File: src/design/bdgc_pkg.sv
package bdgc_pkg;

    // Field and register widths
    localparam int SAMPLE_W  = 16;
    localparam int LEN_W     = 16;
    localparam int GAIN_W    = 12;
    localparam int LIMIT_W   = 26;
    localparam int OUT_W     = 27;
    localparam int SUM_W     = 34;
    localparam int DIVD_W    = SUM_W + 1;
    localparam int MAG_W     = DIVD_W - 1;
    localparam int MEAN_W    = SAMPLE_W + 1;
    localparam int PROD_W    = MEAN_W + GAIN_W;
    localparam int DCNT_W    = $clog2(MAG_W + 1);
    localparam int CFG_IDX_W = 2;
    localparam int CFG_W     = LIMIT_W;
    localparam int IN_TDATA_W  = 16;
    localparam int OUT_TDATA_W = 32;

    // Register indexes
    localparam logic [CFG_IDX_W-1:0] CFG_DECIM_LEN = 2'd0;
    localparam logic [CFG_IDX_W-1:0] CFG_GAIN      = 2'd1;
    localparam logic [CFG_IDX_W-1:0] CFG_LIMIT     = 2'd2;

    // Register reset values
    localparam logic [LEN_W-1:0]   RST_DECIM_LEN = 16'd16;
    localparam logic [GAIN_W-1:0]  RST_GAIN      = 12'd0;
    localparam logic [LIMIT_W-1:0] RST_LIMIT     = 26'd32767;

    // Sequencer states
    typedef enum logic [1:0] {
        ST_IDLE,
        ST_DIV,
        ST_MUL,
        ST_CLAMP
    } t_state;

    // Request to the divider
    typedef struct packed {
        logic                     start;
        logic signed [DIVD_W-1:0] dividend;
        logic [LEN_W-1:0]         divisor;
    } t_div_req;

endpackage

File: src/design/bdgc_div.sv
module bdgc_div
    import bdgc_pkg::*;
(
    input  logic                     i_clk,
    input  logic                     i_rst_n,
    input  t_div_req                 i_req,
    output logic                     o_done,
    output logic signed [MEAN_W-1:0] o_quot
);

    logic              r_busy, n_busy;
    logic              r_done, n_done;
    logic [DCNT_W-1:0] r_cnt, n_cnt;
    logic              r_neg, n_neg;
    logic [LEN_W-1:0]  r_rem, n_rem;
    logic [MAG_W-1:0]  r_quo, n_quo;
    logic [LEN_W-1:0]  r_div, n_div;

    logic [DIVD_W-1:0] abs_full;
    logic [LEN_W:0]    rem_sh;
    logic              ge;
    logic [LEN_W:0]    rem_sub;
    logic [MAG_W-1:0]  quo_signed;

    // Take magnitude of dividend; sign is restored at the end
    assign abs_full = i_req.dividend[DIVD_W-1] ? (~i_req.dividend + 1'b1) : i_req.dividend;

    // One restoring step: shift in next bit, subtract divisor if it fits
    assign rem_sh  = {r_rem, r_quo[MAG_W-1]};
    assign ge      = (rem_sh >= {1'b0, r_div});
    assign rem_sub = rem_sh - {1'b0, r_div};

    always_comb begin
        n_busy = r_busy;
        n_done = 1'b0;
        n_cnt  = r_cnt;
        n_neg  = r_neg;
        n_rem  = r_rem;
        n_quo  = r_quo;
        n_div  = r_div;
        if (i_req.start) begin
            n_busy = 1'b1;
            n_cnt  = DCNT_W'(MAG_W);
            n_neg  = i_req.dividend[DIVD_W-1];
            n_rem  = '0;
            n_quo  = abs_full[MAG_W-1:0];
            n_div  = i_req.divisor;
        end else if (r_busy) begin
            n_rem = ge ? rem_sub[LEN_W-1:0] : rem_sh[LEN_W-1:0];
            n_quo = {r_quo[MAG_W-2:0], ge};
            n_cnt = r_cnt - 1'b1;
            if (r_cnt == DCNT_W'(1)) begin
                n_busy = 1'b0;
                n_done = 1'b1;
            end
        end
    end

    always_ff @(posedge i_clk) begin
        if (!i_rst_n) begin
            r_busy <= 1'b0;
            r_done <= 1'b0;
            r_cnt  <= '0;
        end else begin
            r_busy <= n_busy;
            r_done <= n_done;
            r_cnt  <= n_cnt;
        end
        r_neg <= n_neg;
        r_rem <= n_rem;
        r_quo <= n_quo;
        r_div <= n_div;
    end

    // Quotient truncated toward zero: negate magnitude for a negative dividend
    assign quo_signed = r_neg ? (~r_quo + 1'b1) : r_quo;
    assign o_quot     = quo_signed[MEAN_W-1:0];
    assign o_done     = r_done;

endmodule

File: src/design/boxcar_decimator_gain_clamp.sv
// Boxcar average decimator with optional gain and symmetric clamp.
//
// Input stream s_axis_*: one signed 16-bit left-channel sample per item.
// Output stream m_axis_*: one signed 27-bit result per completed window.
// Config port i_cfg_*: index 0 decimation length, 1 gain, 2 clamp limit;
// write only while the block is idle.
//
// A sample that does not complete the window is added to the running sum
// and the block stays ready. The sample that completes the window starts
// the restoring divider, which retires one quotient bit per cycle; the
// multiply state and then the clamp state follow. Input is not ready from
// the closing sample until the result is loaded into the output register,
// so a new window cannot start before the last one is done.
//
// Reset clears the running sum and count and loads the register defaults
// (length 16, gain 0, limit 32767). The result sits in an output register:
// while it waits, new samples are still taken; if a second result is ready
// before the first is taken, the sequencer holds it and stops input.
module boxcar_decimator_gain_clamp
    import bdgc_pkg::*;
(
    input  logic                   i_clk,
    input  logic                   i_rst_n,
    // Configuration write port
    input  logic                   i_cfg_we,
    input  logic [CFG_IDX_W-1:0]   i_cfg_idx,
    input  logic [CFG_W-1:0]       i_cfg_data,
    // Sample input
    input  logic                   s_axis_tvalid,
    output logic                   s_axis_tready,
    input  logic [IN_TDATA_W-1:0]  s_axis_tdata,   // [15:0] left_sample
    // Result output
    output logic                   m_axis_tvalid,
    input  logic                   m_axis_tready,
    output logic [OUT_TDATA_W-1:0] m_axis_tdata    // [26:0] mean_value, [31:27] zero
);

    // Configuration registers
    logic [LEN_W-1:0]          r_len;
    logic signed [GAIN_W-1:0]  r_gain;
    logic [LIMIT_W-1:0]        r_limit;

    // Sequencer and datapath registers
    t_state                    r_state, n_state;
    logic signed [SUM_W-1:0]   r_sum, n_sum;
    logic [LEN_W-1:0]          r_cnt, n_cnt;
    logic signed [MEAN_W-1:0]  r_mean, n_mean;
    logic signed [PROD_W-1:0]  r_prod, n_prod;
    logic                      r_ovalid, n_ovalid;
    logic [OUT_W-1:0]          r_odata, n_odata;

    logic                      s_acc;
    logic signed [SUM_W-1:0]   sum_add;
    logic [LEN_W-1:0]          cnt_inc;
    logic [LEN_W-1:0]          need;
    logic                      win_done;
    t_div_req                  div_req;
    logic                      div_done;
    logic signed [MEAN_W-1:0]  div_quot;
    logic signed [PROD_W-1:0]  product;
    logic signed [PROD_W-1:0]  lim;
    logic signed [PROD_W-1:0]  neg_lim;
    logic [OUT_W-1:0]          result;

    // Write configuration registers
    always_ff @(posedge i_clk) begin
        if (!i_rst_n) begin
            r_len   <= RST_DECIM_LEN;
            r_gain  <= RST_GAIN;
            r_limit <= RST_LIMIT;
        end else if (i_cfg_we) begin
            case (i_cfg_idx)
                CFG_DECIM_LEN: r_len   <= i_cfg_data[LEN_W-1:0];
                CFG_GAIN:      r_gain  <= i_cfg_data[GAIN_W-1:0];
                CFG_LIMIT:     r_limit <= i_cfg_data[LIMIT_W-1:0];
                default: ;
            endcase
        end
    end

    // Accumulate and check the window
    assign s_acc    = s_axis_tvalid && s_axis_tready;
    assign sum_add  = r_sum + {{(SUM_W-SAMPLE_W){s_axis_tdata[SAMPLE_W-1]}},
                               s_axis_tdata[SAMPLE_W-1:0]};
    assign cnt_inc  = r_cnt + 1'b1;
    assign need     = (r_len == '0) ? LEN_W'(1) : r_len;
    assign win_done = (cnt_inc >= need);

    // Divider request: rounded dividend sum + count/2 over count
    assign div_req.start    = s_acc && win_done;
    assign div_req.dividend = {sum_add[SUM_W-1], sum_add}
                            + {{(DIVD_W-LEN_W+1){1'b0}}, cnt_inc[LEN_W-1:1]};
    assign div_req.divisor  = cnt_inc;

    bdgc_div u_div (
        .i_clk   (i_clk),
        .i_rst_n (i_rst_n),
        .i_req   (div_req),
        .o_done  (div_done),
        .o_quot  (div_quot)
    );

    // Gain and clamp
    assign product = r_mean * r_gain;
    assign lim     = (r_limit == '0) ? PROD_W'(1)
                                     : {{(PROD_W-LIMIT_W){1'b0}}, r_limit};
    assign neg_lim = -lim;

    always_comb begin
        if (r_gain == '0) begin
            result = {{(OUT_W-MEAN_W){r_mean[MEAN_W-1]}}, r_mean};
        end else if (r_prod > lim) begin
            result = lim[OUT_W-1:0];
        end else if (r_prod < neg_lim) begin
            result = neg_lim[OUT_W-1:0];
        end else begin
            result = r_prod[OUT_W-1:0];
        end
    end

    // Sequencer next state
    always_comb begin
        n_state  = r_state;
        n_sum    = r_sum;
        n_cnt    = r_cnt;
        n_mean   = r_mean;
        n_prod   = r_prod;
        n_ovalid = r_ovalid;
        n_odata  = r_odata;
        s_axis_tready = 1'b0;

        // Drop the output item once taken
        if (r_ovalid && m_axis_tready) begin
            n_ovalid = 1'b0;
        end

        case (r_state)
            ST_IDLE: begin
                s_axis_tready = 1'b1;
                if (s_axis_tvalid) begin
                    if (win_done) begin
                        n_sum   = '0;
                        n_cnt   = '0;
                        n_state = ST_DIV;
                    end else begin
                        n_sum = sum_add;
                        n_cnt = cnt_inc;
                    end
                end
            end
            ST_DIV: begin
                if (div_done) begin
                    n_mean  = div_quot;
                    n_state = ST_MUL;
                end
            end
            ST_MUL: begin
                n_prod  = product;
                n_state = ST_CLAMP;
            end
            ST_CLAMP: begin
                // Hold until the output register is free
                if (!r_ovalid || m_axis_tready) begin
                    n_ovalid = 1'b1;
                    n_odata  = result;
                    n_state  = ST_IDLE;
                end
            end
            default: begin
                n_state = ST_IDLE;
            end
        endcase
    end

    always_ff @(posedge i_clk) begin
        if (!i_rst_n) begin
            r_state  <= ST_IDLE;
            r_sum    <= '0;
            r_cnt    <= '0;
            r_ovalid <= 1'b0;
        end else begin
            r_state  <= n_state;
            r_sum    <= n_sum;
            r_cnt    <= n_cnt;
            r_ovalid <= n_ovalid;
        end
        r_mean  <= n_mean;
        r_prod  <= n_prod;
        r_odata <= n_odata;
    end

    assign m_axis_tvalid = r_ovalid;
    assign m_axis_tdata  = {{(OUT_TDATA_W-OUT_W){1'b0}}, r_odata};

    // Divider finishes only while the sequencer waits for it
    a_div_done_state: assert property (@(posedge i_clk) disable iff (!i_rst_n)
        div_done |-> (r_state == ST_DIV))
        else $error("divider done outside divide state");

    // A sample that does not close the window advances the count by one
    a_cnt_step: assert property (@(posedge i_clk) disable iff (!i_rst_n)
        (s_acc && !win_done) |=> (r_cnt == $past(cnt_inc)))
        else $error("sample count did not advance");

    // A finished result never overwrites one still waiting
    a_no_overwrite: assert property (@(posedge i_clk) disable iff (!i_rst_n)
        (r_state == ST_CLAMP && m_axis_tvalid && !m_axis_tready)
        |=> (r_state == ST_CLAMP))
        else $error("result loaded over a waiting item");

    // Closing a window clears the running sum and count
    a_window_clear: assert property (@(posedge i_clk) disable iff (!i_rst_n)
        div_req.start |=> (r_sum == '0 && r_cnt == '0 && r_state == ST_DIV))
        else $error("window not cleared at close");

endmodule

File: config.mk
export PLATFORM = sky130hd
export DESIGN_NAME = boxcar_decimator_gain_clamp
export DESIGN_NICKNAME = d
export VERILOG_FILES = /design/src/design/bdgc_pkg.sv /design/src/design/bdgc_div.sv /design/src/design/boxcar_decimator_gain_clamp.sv
export SDC_FILE = /design/constraint.sdc
export NUM_CORES = 1
export LEC_CHECK = 0
export BUFFER_PORTS_ARGS = -buffer_cell sky130_fd_sc_hd__buf_2
export CAP_MARGIN = 20
export CORE_UTILIZATION = 36
export DETAILED_ROUTE_END_ITERATION = 16
export HOLD_SLACK_MARGIN = 0.15
export PLACE_DENSITY = 0.61
export SYNTH_ARGS = -nofsm -noshare
export SYNTH_HDL_FRONTEND = slang
export SYNTH_HIERARCHICAL = 1
export SYNTH_SLANG_ARGS = --single-unit
File: constraint.sdc
create_clock -name i_clk -period 7.18 [get_ports i_clk]
set_input_delay 0 -clock i_clk [delete_from_list [all_inputs] [get_ports i_clk]]
set_output_delay 0 -clock i_clk [all_outputs]
set_load 0.01 [all_outputs]
==> results of run 1 <==
-- registers in the layout (all words and copies together) (netlist names), 16 cells and up --
name / cells
r_mean: 17
r_limit: 26
u_div/r_quo: 34
r_sum: 34
r_cnt: 16
u_div/r_div: 16
r_len: 16
r_prod: 29
r_odata: 27
u_div/r_rem: 16
-- tightest hold or removal path: stages --
cell,delay [ps]
buf_2,100
ha_1,280
xor2_1,170
nand3_1,80
a21oi_1,60
-- report_power, final --
group / switching, mW / total [mW] / internal (mW) / leakage [nW]
clock: 0.699 / 1.79 / 1.09 / 0.564
sequential: 0.116 / 1.80 / 1.68 / 2.20
combinational: 1.61 / 2.68 / 1.06 / 9.36
total: 2.43 / 6.27 / 3.84 / 12.1
-- synth_stat cells, drive strengths merged, types with 15 or more instances --
cell type / count / area [sq um]
clkbuf: 97 / 367
a21o: 67 / 503
a21oi: 187 / 951
nand3: 80 / 400
inv: 332 / 1250
o31ai: 22 / 170
fa: 191 / 3820
xnor2: 108 / 991
nor2: 172 / 656
nand2b: 21 / 131
dfxtp: 131 / 2620
or3: 21 / 153
o211ai: 30 / 225
nor3: 57 / 333
nand2: 369 / 1410
and2: 72 / 453
mux2i: 21 / 210
o21a: 20 / 150
ha: 205 / 2560
and3: 15 / 93.8
edfxtp: 124 / 3720
o21ai: 92 / 460
xor2: 66 / 578
buf: 46 / 241
nand4: 36 / 225
nor2b: 19 / 119
or2: 16 / 103
nor4: 22 / 165
-- cell usage in the layout (no fill, tap or decap), types with 67 or more instances in the layout --
cell type and instances:
xnor2_1 105, edfxtp_1 124, buf_2 77, and2_1 71
fa_1 191, nand3_1 80, nand2_1 366, dfxtp_1 131
ha_1 205, a21o_1 67, a21oi_1 182, nor2_1 167
inv_1 331, o21ai_0 76
-- path summary, 6_finish.rpt --
path | from | end | depth (start not counted)
worst max-delay path | r_gain[7] | r_prod[27] | 19
worst min-delay path | s_axis_tdata[7] | r_sum[7] | 5
worst max register to register | r_gain[7] | r_prod[27] | 19
worst min register to register | r_sum[30] | r_sum[30] | 2
-- layer usage --
| metal | up-vias | GRT usage (%) | share of wire (%) |
|---|---|---|---|
| met5 | - | 1.04 | 0.18 |
| met4 | 4 | 5.19 | 2.5 |
| met3 | 104 | 3.48 | 5.8 |
| met2 | 502 | 31.3 | 47 |
| met1 | 9786 | 25.2 | 45 |
| li1 | 9840 | - | - |
-- layout make-up --
type | instances | area, sq um
multi-input combinational | 2115 | 16800
clock inverter | 16 | 190
clock buffer | 48 | 967
sequential | 255 | 6350
inverter | 332 | 1250
fill | 6915 | 40600
timing repair buffer | 166 | 1230
tap | 882 | 1100
-- per-stage QoR --
stage / hold slack, ps / cell area [sq um] / cells / worst slack [ps] / power [mW]
floorplan: 128 / 24900 / 2845 / 1160 / 3.86
global placement: 247 / 26000 / 3684 / 649 / 4.42
detailed placement: 250 / 26000 / 3684 / 583 / 4.44
CTS: 157 / 27800 / 3812 / 571 / 6.30
global route: 226 / 27800 / 3814 / 180 / 6.70
finish: 191 / 27800 / 3814 / 638 / 6.27
-- logic make-up after synthesis --
family / synth area share, %
muxes: 0.981
DFF: 25.5
other: 0.0151
xor gates and xnor gates: 6.31
and+or+nand+nor: 18.4
adders and majority gates: 25.7
buffers and inverters: 7.45
AOI/OAI and AO/OA: 15.7
-- timing repair --
item,CTS,global route
hold buffers,64,0
hold endpoints to repair,78,0
setup buffers,0,0
gates resized for setup,0,0
==> metrics.md, run 1 <==
| Metric | Value |
|---|---|
| Fraction of registers with async set or reset after synthesis | `0%` |
| Leak Pwr | `12.1 nW` |
| Status | `completed` |
| Final Hold Viols | `0` |
| Dominant synthesized flop cell | `dfxtp_1` |
| Die Ht | `265 microns` |
| Reg clk slew, reported paths | `60 ps` |
| Avg WL per Cell | `17.5 microns` |
| CP startpoint kind | `register` |
| CP arrival | `6830 ps` |
| Final period utilization | `91.1%` |
| First-pass GRT wire length | `107,000 microns` |
| Final HPWL DP | `50,200 microns` |
| Post-synthesis sequential area ratio | `25.5%` |
| Max stage delay on crit path | `860 ps` |
| Number of global-route vias before repair | `19,800` |
| RSZ-0062 raised after global routing | `false` |
| GR Overflow Total | `0` |
| Iter 0 DRT Violations | `1,393` |
| Initial core utilization | `36.3%` |
| Ports | `83` |
| Port buffer count | `77` |
| Core area | `68,500 sq um` |
| Critical Path Slowest Stage Cell | `dfxtp_1` |
| Max-slew headroom | `33.7%` |
| Crit path capture type | `register` |
| Die ar. | `70,200 sq um` |
| Fin crit period | `6540 ps` |
| Max Cap Viol | `0` |
| DR vias/cell | `5.31` |
| Root Driver | `clkbuf_16` |
| Initial antenna violation count | `1` |
| Site Rows | `96` |
| Final Skew | `38.1 ps` |
| Worst setup path category | `register to register` |
| # nets final | `3,350` |
| Worst Tran Pin Value | `991 ps` |
| Final Core Density | `40.7%` |
| Layout area overhead | `11.9%` |
| WP data required | `7460 ps` |
| Final Max Tran Viols | `0` |
| Synth warn | `6` |
| Syn Area/Cell | `8.76 sq um` |
| Critical Path, Cell by Cell | `nand2_1 > fa_1 > inv_1 > fa_1 > fa_1 > fa_1 > inv_1 > fa_1 > inv_1 > ha_1 > and3_1 > a221o_1 > a21oi_1 > a21oi_1 > a2111oi_0 > nor3_1 > a41oi_1 > a21oi_1 > xor2_1` |
| Register bit count reported by yosys | `255` |
| Worst-Skew Late Latency | `560 ps` |
| Final Wtd Congestion | `0.905` |
| Max FO, Critical Path | `19` |
| Share of layout cells above drive strength 1 | `8.02%` |
| CTS tree | `done` |
| Die Wd | `265 microns` |
| Number of synthesized flops with an enable pin | `124` |
| Buffer and inverter count on the worst path | `3` |
| Hold/Removal Path Class | `input pin to register` |
| Cell family with most CP delay | `adder cells` |
| ANT cells | `0` |
| Mapped Area | `24,900 sq um` |
| Peak Freq | `0.153 GHz` |
| CTS sink cnt | `255` |
| Cell variety after synth | `100` |
| DRT Pass-1 Iters | `6` |
| Syn Inst Count | `2,840` |
| CTS buffer count | `35` |
| All-Layer GR Usage | `19.0%` |
| Peak supply drop | `0.196 mV` |
| Pwr/cell area | `225 nW/um^2` |
| Drt drc | `0` |
| Fin Setup TNS | `0 ps` |
| Final WL | `66,600 microns` |
| CTS max path bufs | `3` |
| Largest net degree at the start of global routing | `102` |
| H-tree depth | `2` |
| Reg2reg setup slack | `640 ps` |
| Critical Path Most Common Cell | `fa_1` |
| Final setup viols | `0` |
| Final ANT Viol Nets | `0` |
| Via Count | `20,200` |
Note: power is estimated with default switching activity, not from simulation.
==> run 2, diff against run 1 <==
--- a/config.mk
+++ b/config.mk
@@ -8,8 +8,10 @@
 export BUFFER_PORTS_ARGS = -buffer_cell sky130_fd_sc_hd__buf_2
 export CAP_MARGIN = 20
+export CELL_PAD_IN_SITES_DETAIL_PLACEMENT = 1
+export CELL_PAD_IN_SITES_GLOBAL_PLACEMENT = 2
 export CORE_UTILIZATION = 36
 export DETAILED_ROUTE_END_ITERATION = 16
 export HOLD_SLACK_MARGIN = 0.15
-export PLACE_DENSITY = 0.61
+export PLACE_DENSITY = 0.84
 export SYNTH_ARGS = -nofsm -noshare
 export SYNTH_HDL_FRONTEND = slang
==> constraint.sdc (replaced) <==
create_clock -name i_clk -period 6.39 [get_ports i_clk]
set_input_delay 0.3195 -clock i_clk [delete_from_list [all_inputs] [get_ports i_clk]]
set_output_delay 0.3195 -clock i_clk [all_outputs]
set_load 0.01 [all_outputs]
==> metrics.md, run 2 (synthesis gave the netlist of run 1 again) <==
| Metric | Value |
|---|---|
| Number of global-route vias before repair | `22,700` |
| Leak Pwr | `12.3 nW` |
| DRT Pass-1 Iters | `5` |
| Port buffer count | `77` |
| Crit path from | `r_mean[4]` |
| GR Overflow Total | `0` |
| Most frequent cells in the layout | `nand2_1, inv_1, ha_1` |
| Critical Path Most Common Cell | `fa_1` |
| Biggest regs | `r_sum: 34 flops, u_div/r_quo: 34 flops, r_prod: 29 flops` |
| Max stage delay on crit path | `550 ps` |
| Crit path capture type | `register` |
| Final setup viols | `0` |
| Seq pwr share | `28.0%` |
| Hold/Removal Path Class | `input pin to register` |
| Worst setup path category | `register to register` |
| H-tree depth | `2` |
| # nets final | `3,373` |
| Peak supply drop | `0.143 mV` |
| Post-Layout Cell Count | `3,837` |
| All-Layer GR Usage | `22.4%` |
| Commonest non-fill, non-tap cell in the layout | `nand2_1` |
| Final Wtd Congestion | `0.909` |
| Ports | `83` |
| Switching Power | `2.93 mW` |
| Max FO, Critical Path | `6` |
| Hold_sp | `i_cfg_we` |
| RSZ-0062 raised after global routing | `true` |
| Initial antenna violation count | `0` |
| CTS buffer count | `35` |
| Final period utilization | `94.8%` |
| ANT cells | `0` |
| Worst-Skew Late Latency | `580 ps` |
| Final HPWL DP | `61,300 microns` |
| Die Wd | `265 microns` |
| Iter 0 DRT Violations | `1,029` |
| Sw Ratio | `40.6%` |
| Site Rows | `96` |
| Filler cells | `8,007` |
| Die ar. | `70,200 sq um` |
| Power Internal | `4.29 mW` |
| Final Max Tran Viols | `0` |
| DR vias/cell | `5.45` |
| Worst hold slack | `200 ps` |
| Reg clk slew, reported paths | `60 ps` |
| Status | `completed` |
| Peak Freq | `0.165 GHz` |
| Largest net degree at the start of global routing | `67` |
| Critical Path Slowest Stage Cell | `fa_1` |
| Fin crit period | `6060 ps` |
| Worst R2R Start | `r_mean[4]` |
| Max-slew headroom | `28.2%` |
| First-pass GRT wire length | `126,000 microns` |
| Cells after DPL | `3,736` |
| Worst Tran Pin Value | `1070 ps` |
| Core area | `68,500 sq um` |
| CTS sink cnt | `255` |
| Avg WL per Cell | `20.4 microns` |
| CP startpoint kind | `register` |
| Critical Path, Cell by Cell | `and2_1 > fa_1 > fa_1 > fa_1 > fa_1 > inv_1 > fa_1 > inv_1 > ha_1 > and3_1 > a221o_1 > a21oi_1 > a21oi_1 > a2111oi_1 > nor3_1 > a41oi_1 > a21oi_1 > xor2_1` |
| CP arrival | `6380 ps` |
| Buffer and inverter count on the worst path | `2` |
| Final WL | `78,300 microns` |
| Drt drc | `0` |
| Initial core utilization | `36.3%` |
| Die Ht | `265 microns` |
| Via Count | `20,900` |
| Root Driver | `clkbuf_16` |
| CTS tree | `done` |
| Final Hold Viols | `0` |
| Layout area overhead | `12.5%` |
| Cell family with most CP delay | `adder cells` |
| Max Cap Viol | `0` |
| Final Skew | `37.5 ps` |
| WP data required | `6720 ps` |
| Clock Power Share | `28.3%` |
| CTS max path bufs | `3` |
| Pwr/cell area | `258 nW/um^2` |
| Combinational group share of total power | `43.7%` |
| Final ANT Viol Nets | `0` |
| Share of layout cells above drive strength 1 | `10.8%` |
[run 2: power by group through the flow]
stage / combinational, mW / clock [mW] / sequential (mW)
final: 3.15 / 2.04 / 2.02
after global routing: 3.50 / 2.15 / 2.04
after CTS: 3.15 / 2.11 / 2.02
after detailed placement: 3.11 / 0 / 2.05
after global placement: 2.99 / 0 / 2.04
after floorplan: 2.34 / 0 / 2.00
[run 2: what timing repair did]
action	4_1_cts	5_1_grt
gates cloned	0	0
setup buffers	0	10
setup endpoints to repair	2	12
gates resized for setup	1	17
hold buffers	27	0
endpoints found under the hold margin	47	0
[run 2: tightest hold or removal path: stages]
cell,delay (ps)
buf_2,120
and3b_1,170
nand2_1,60
a21oi_1,50
[run 2: stage by stage]
| step | TNS [ps] | utilization, % | power [mW] | setup WS, ps | area (sq um) |
|---|---|---|---|---|---|
| floorplan | 0 | - | 4.34 | 375 | 24900 |
| global placement | 0 | 38.6 | 5.04 | 46.7 | 26400 |
| detailed placement | -287 | 38.6 | 5.16 | -159 | 26400 |
| CTS | 0 | 40.7 | 7.27 | 26.1 | 27900 |
| global route | -20.9 | 40.9 | 7.69 | -20.9 | 28000 |
| finish | 0 | 40.9 | 7.22 | 335 | 28000 |
[run 2: layer usage]
metal  routed length (microns)  vias up  share of wire (%)  track usage [%]
li1                          -     9893                  -                -
met1                     34500    10500                 44             28.4
met2                     39000      352                 50             39.9
met3                      2440      128                3.1             2.16
met4                      2400        0                3.1             7.23
met5                         0        -                  0                0
[run 2: worst paths after layout]
kind | to | depth (start not counted) | slack, ps
setup / recovery | r_prod[27] | 18 | 330
hold / removal | r_limit[15] | 4 | 200
setup reg to reg | r_prod[27] | 18 | 330
hold reg to reg | r_sum[0] | 2 | 450
[run 2: final cells by class]
type | count | area, sq um | share of cell area, %
multi-input cells | 2115 | 16800 | 60.0
flip-flops and latches | 255 | 6350 | 22.7
repair buffers | 189 | 1310 | 4.67
inverters | 332 | 1250 | 4.45
well taps | 882 | 1100 | 3.94
clock buffers | 43 | 946 | 3.38
clock inverters | 21 | 234 | 0.836
==> run 3, diff against run 2 <==
CORE_MARGIN = 4   (was default)
==> metrics.md, run 3 (synthesis gave the netlist of run 1 again) <==
| Metric | Value |
|---|---|
| Leak Pwr | `12.4 nW` |
| Met2 WL | `39,400 microns` |
| Final Hold Viols | `0` |
| Worst setup path category | `register to register` |
| CP arrival | `6390 ps` |
| Final setup viols | `0` |
| Register area | `6350 sq um` |
| Multi-input logic area | `16,800 sq um` |
| Final Wtd Congestion | `0.885` |
| CP startpoint kind | `register` |
| WP data required | `6680 ps` |
| Final HPWL DP | `61,500 microns` |
| Met3 wire len | `2950 microns` |
| Pwr/cell area | `262 nW/um^2` |
| Most frequent cells in the layout | `nand2_1, inv_1, ha_1` |
| Final period utilization | `95.5%` |
| Final ANT Viol Nets | `0` |
| Sw Ratio | `39.6%` |
| Pre-CTS setup slack | `-80.4 ps` |
| Initial antenna violation count | `2` |
| Post-Layout Cell Count | `3,892` |
| Site Rows | `96` |
| Power Internal | `4.47 mW` |
| Design Power | `7.40 mW` |
| Die Ht | `271 microns` |
| Wire length on met1 | `34,200 microns` |
| Final WL | `79,300 microns` |
| Max FO, Critical Path | `10` |
| # nets final | `3,379` |
| Seq pwr share | `27.3%` |
| CTS buffer count | `35` |
| ANT cells | `0` |
| Combinational group share of total power | `42.7%` |
| Fin crit period | `6100 ps` |
| Die Wd | `271 microns` |
| Port buffer count | `77` |
| Status | `completed` |
| Critical Path Most Common Cell | `fa_1` |
| Final Max Tran Viols | `0` |
| Final worst slack | `287 ps` |
| Root Driver | `clkbuf_16` |
| DR vias/cell | `5.40` |
| DRT Pass-1 Iters | `7` |
| Max Cap Viol | `0` |
| Critical Path, Cell by Cell | `buf_4 > and2_1 > fa_1 > fa_1 > fa_1 > fa_1 > inv_1 > fa_1 > inv_1 > ha_1 > o21a_1 > nor2_1 > nor2b_1 > o21ai_0 > nor3_1 > or2_2 > o221ai_2 > o21ai_0 > xnor2_1` |
| Switching Power | `2.93 mW` |
| Largest net degree at the start of global routing | `66` |
| Hold/Removal Path Class | `input pin to register` |
| First-pass GRT wire length | `126,000 microns` |
| Peak Freq | `0.164 GHz` |
| Worst-Skew Late Latency | `560 ps` |
| Crit path capture type | `register` |
| Avg WL per Cell | `20.4 microns` |
| Ports | `83` |
| RSZ-0062 raised after global routing | `false` |
| GR Overflow Total | `0` |
| CTS sink cnt | `255` |
| Cells after DPL | `3,788` |
| Initial core utilization | `36.3%` |
| Die ar. | `73,400 sq um` |
| Drt drc | `0` |
| Worst hold slack | `232 ps` |
| CTS tree | `done` |
| All-Layer GR Usage | `21.3%` |
| Clock Power Share | `30.0%` |
| Core area | `68,600 sq um` |
| Peak supply drop | `0.219 mV` |
| Share of layout cells above drive strength 1 | `11.0%` |
| Max stage delay on crit path | `570 ps` |
| Iter 0 DRT Violations | `1,190` |
| Reg2reg setup slack | `290 ps` |
| H-tree depth | `2` |
| CTS max path bufs | `3` |
| Via Count | `21,000` |
| Max layer used | `met5` |
| Critical Path Slowest Stage Cell | `fa_1` |
| Reg clk slew, reported paths | `60 ps` |
| Layout area overhead | `13.5%` |
| Biggest regs | `r_sum: 34 flops, u_div/r_quo: 34 flops, r_prod: 29 flops` |
| Commonest non-fill, non-tap cell in the layout | `nand2_1` |
| Number of global-route vias before repair | `23,000` |
| Worst Tran Pin Value | `1110 ps` |
| Filler cells | `8,057` |
| Final Skew | `31.5 ps` |
| Max-slew headroom | `25.9%` |
-- run 3: cell types whose count changed in the layout (fill, tap and decap cells not counted), moves of 2 or more --
cell | previous run | this run
buf_4 | 84 | 88
clkbuf_1 | 4 | 6
clkinvlp_4 | 6 | 2
clkbuf_8 | 4 | 0
bufinv_16 | 3 | 6
clkbuf_16 | 35 | 39
clkinv_2 | 6 | 3
-- run 3: critical path: cells and delay by family (launching register included) --
kind / cells / cell delay (ps)
buffers and inverters: 3 / 340
adder cells (fa/ha/maj): 6 / 3010
XOR/XNOR: 1 / 140
flip-flops: 1 / 540
AND/OR/NAND/NOR: 5 / 880
AO/OA/AOI/OAI: 4 / 900
-- run 3: repair_timing --
item / in CTS / in global routing
setup endpoints to repair: 2 / 16
endpoints found under the hold margin: 41 / 0
gates resized for setup: 2 / 23
pin swaps: 0 / 2
setup buffers: 0 / 13
gates cloned: 0 / 0
hold buffers: 27 / 0
-- run 3: path summary, 6_finish.rpt --
| kind | start | to | cells past startpoint |
|---|---|---|---|
| setup reg to reg | r_mean[7] | r_prod[28] | 19 |
| setup / recovery | r_mean[7] | r_prod[28] | 19 |
| hold reg to reg | r_sum[23] | r_sum[23] | 2 |
| hold / removal | i_cfg_idx[0] | r_len[15] | 4 |
-- run 3: layer usage --
metal	global-route usage, %	vias up
met5	0	-
met4	7.26	2
met3	2.70	152
met2	37.9	408
met1	26.7	10600
li1	-	9892
-- run 3: cell type report --
class	count	share of cell area [%]
Tap cell	931	4.13
Clock inverter	19	0.997
Sequential cell	255	22.5
Inverter	332	4.41
Clock buffer	45	3.54
Timing Repair Buffer	195	4.82
Multi-Input combinational cell	2115	59.6
-- run 3: power by group through the flow --
stage	registers, mW	clock network (mW)	logic [mW]
2_1_floorplan	2.00	0	2.34
6_report	2.02	2.22	3.16
5_1_grt	2.04	2.34	3.54
3_5_place_dp	2.05	0	3.11
3_3_place_gp	2.04	0	3.01
4_1_cts	2.02	2.27	3.15
-- run 3: stage by stage --
step | setup TNS, ps | util [%] | cell area (sq um)
2_1_floorplan | 0 | - | 24900
3_3_place_gp | 0 | 38.6 | 26500
3_5_place_dp | -161 | 38.6 | 26500
4_1_cts | 0 | 40.9 | 28100
5_1_grt | 0 | 41.2 | 28200
6_report | 0 | 41.2 | 28200
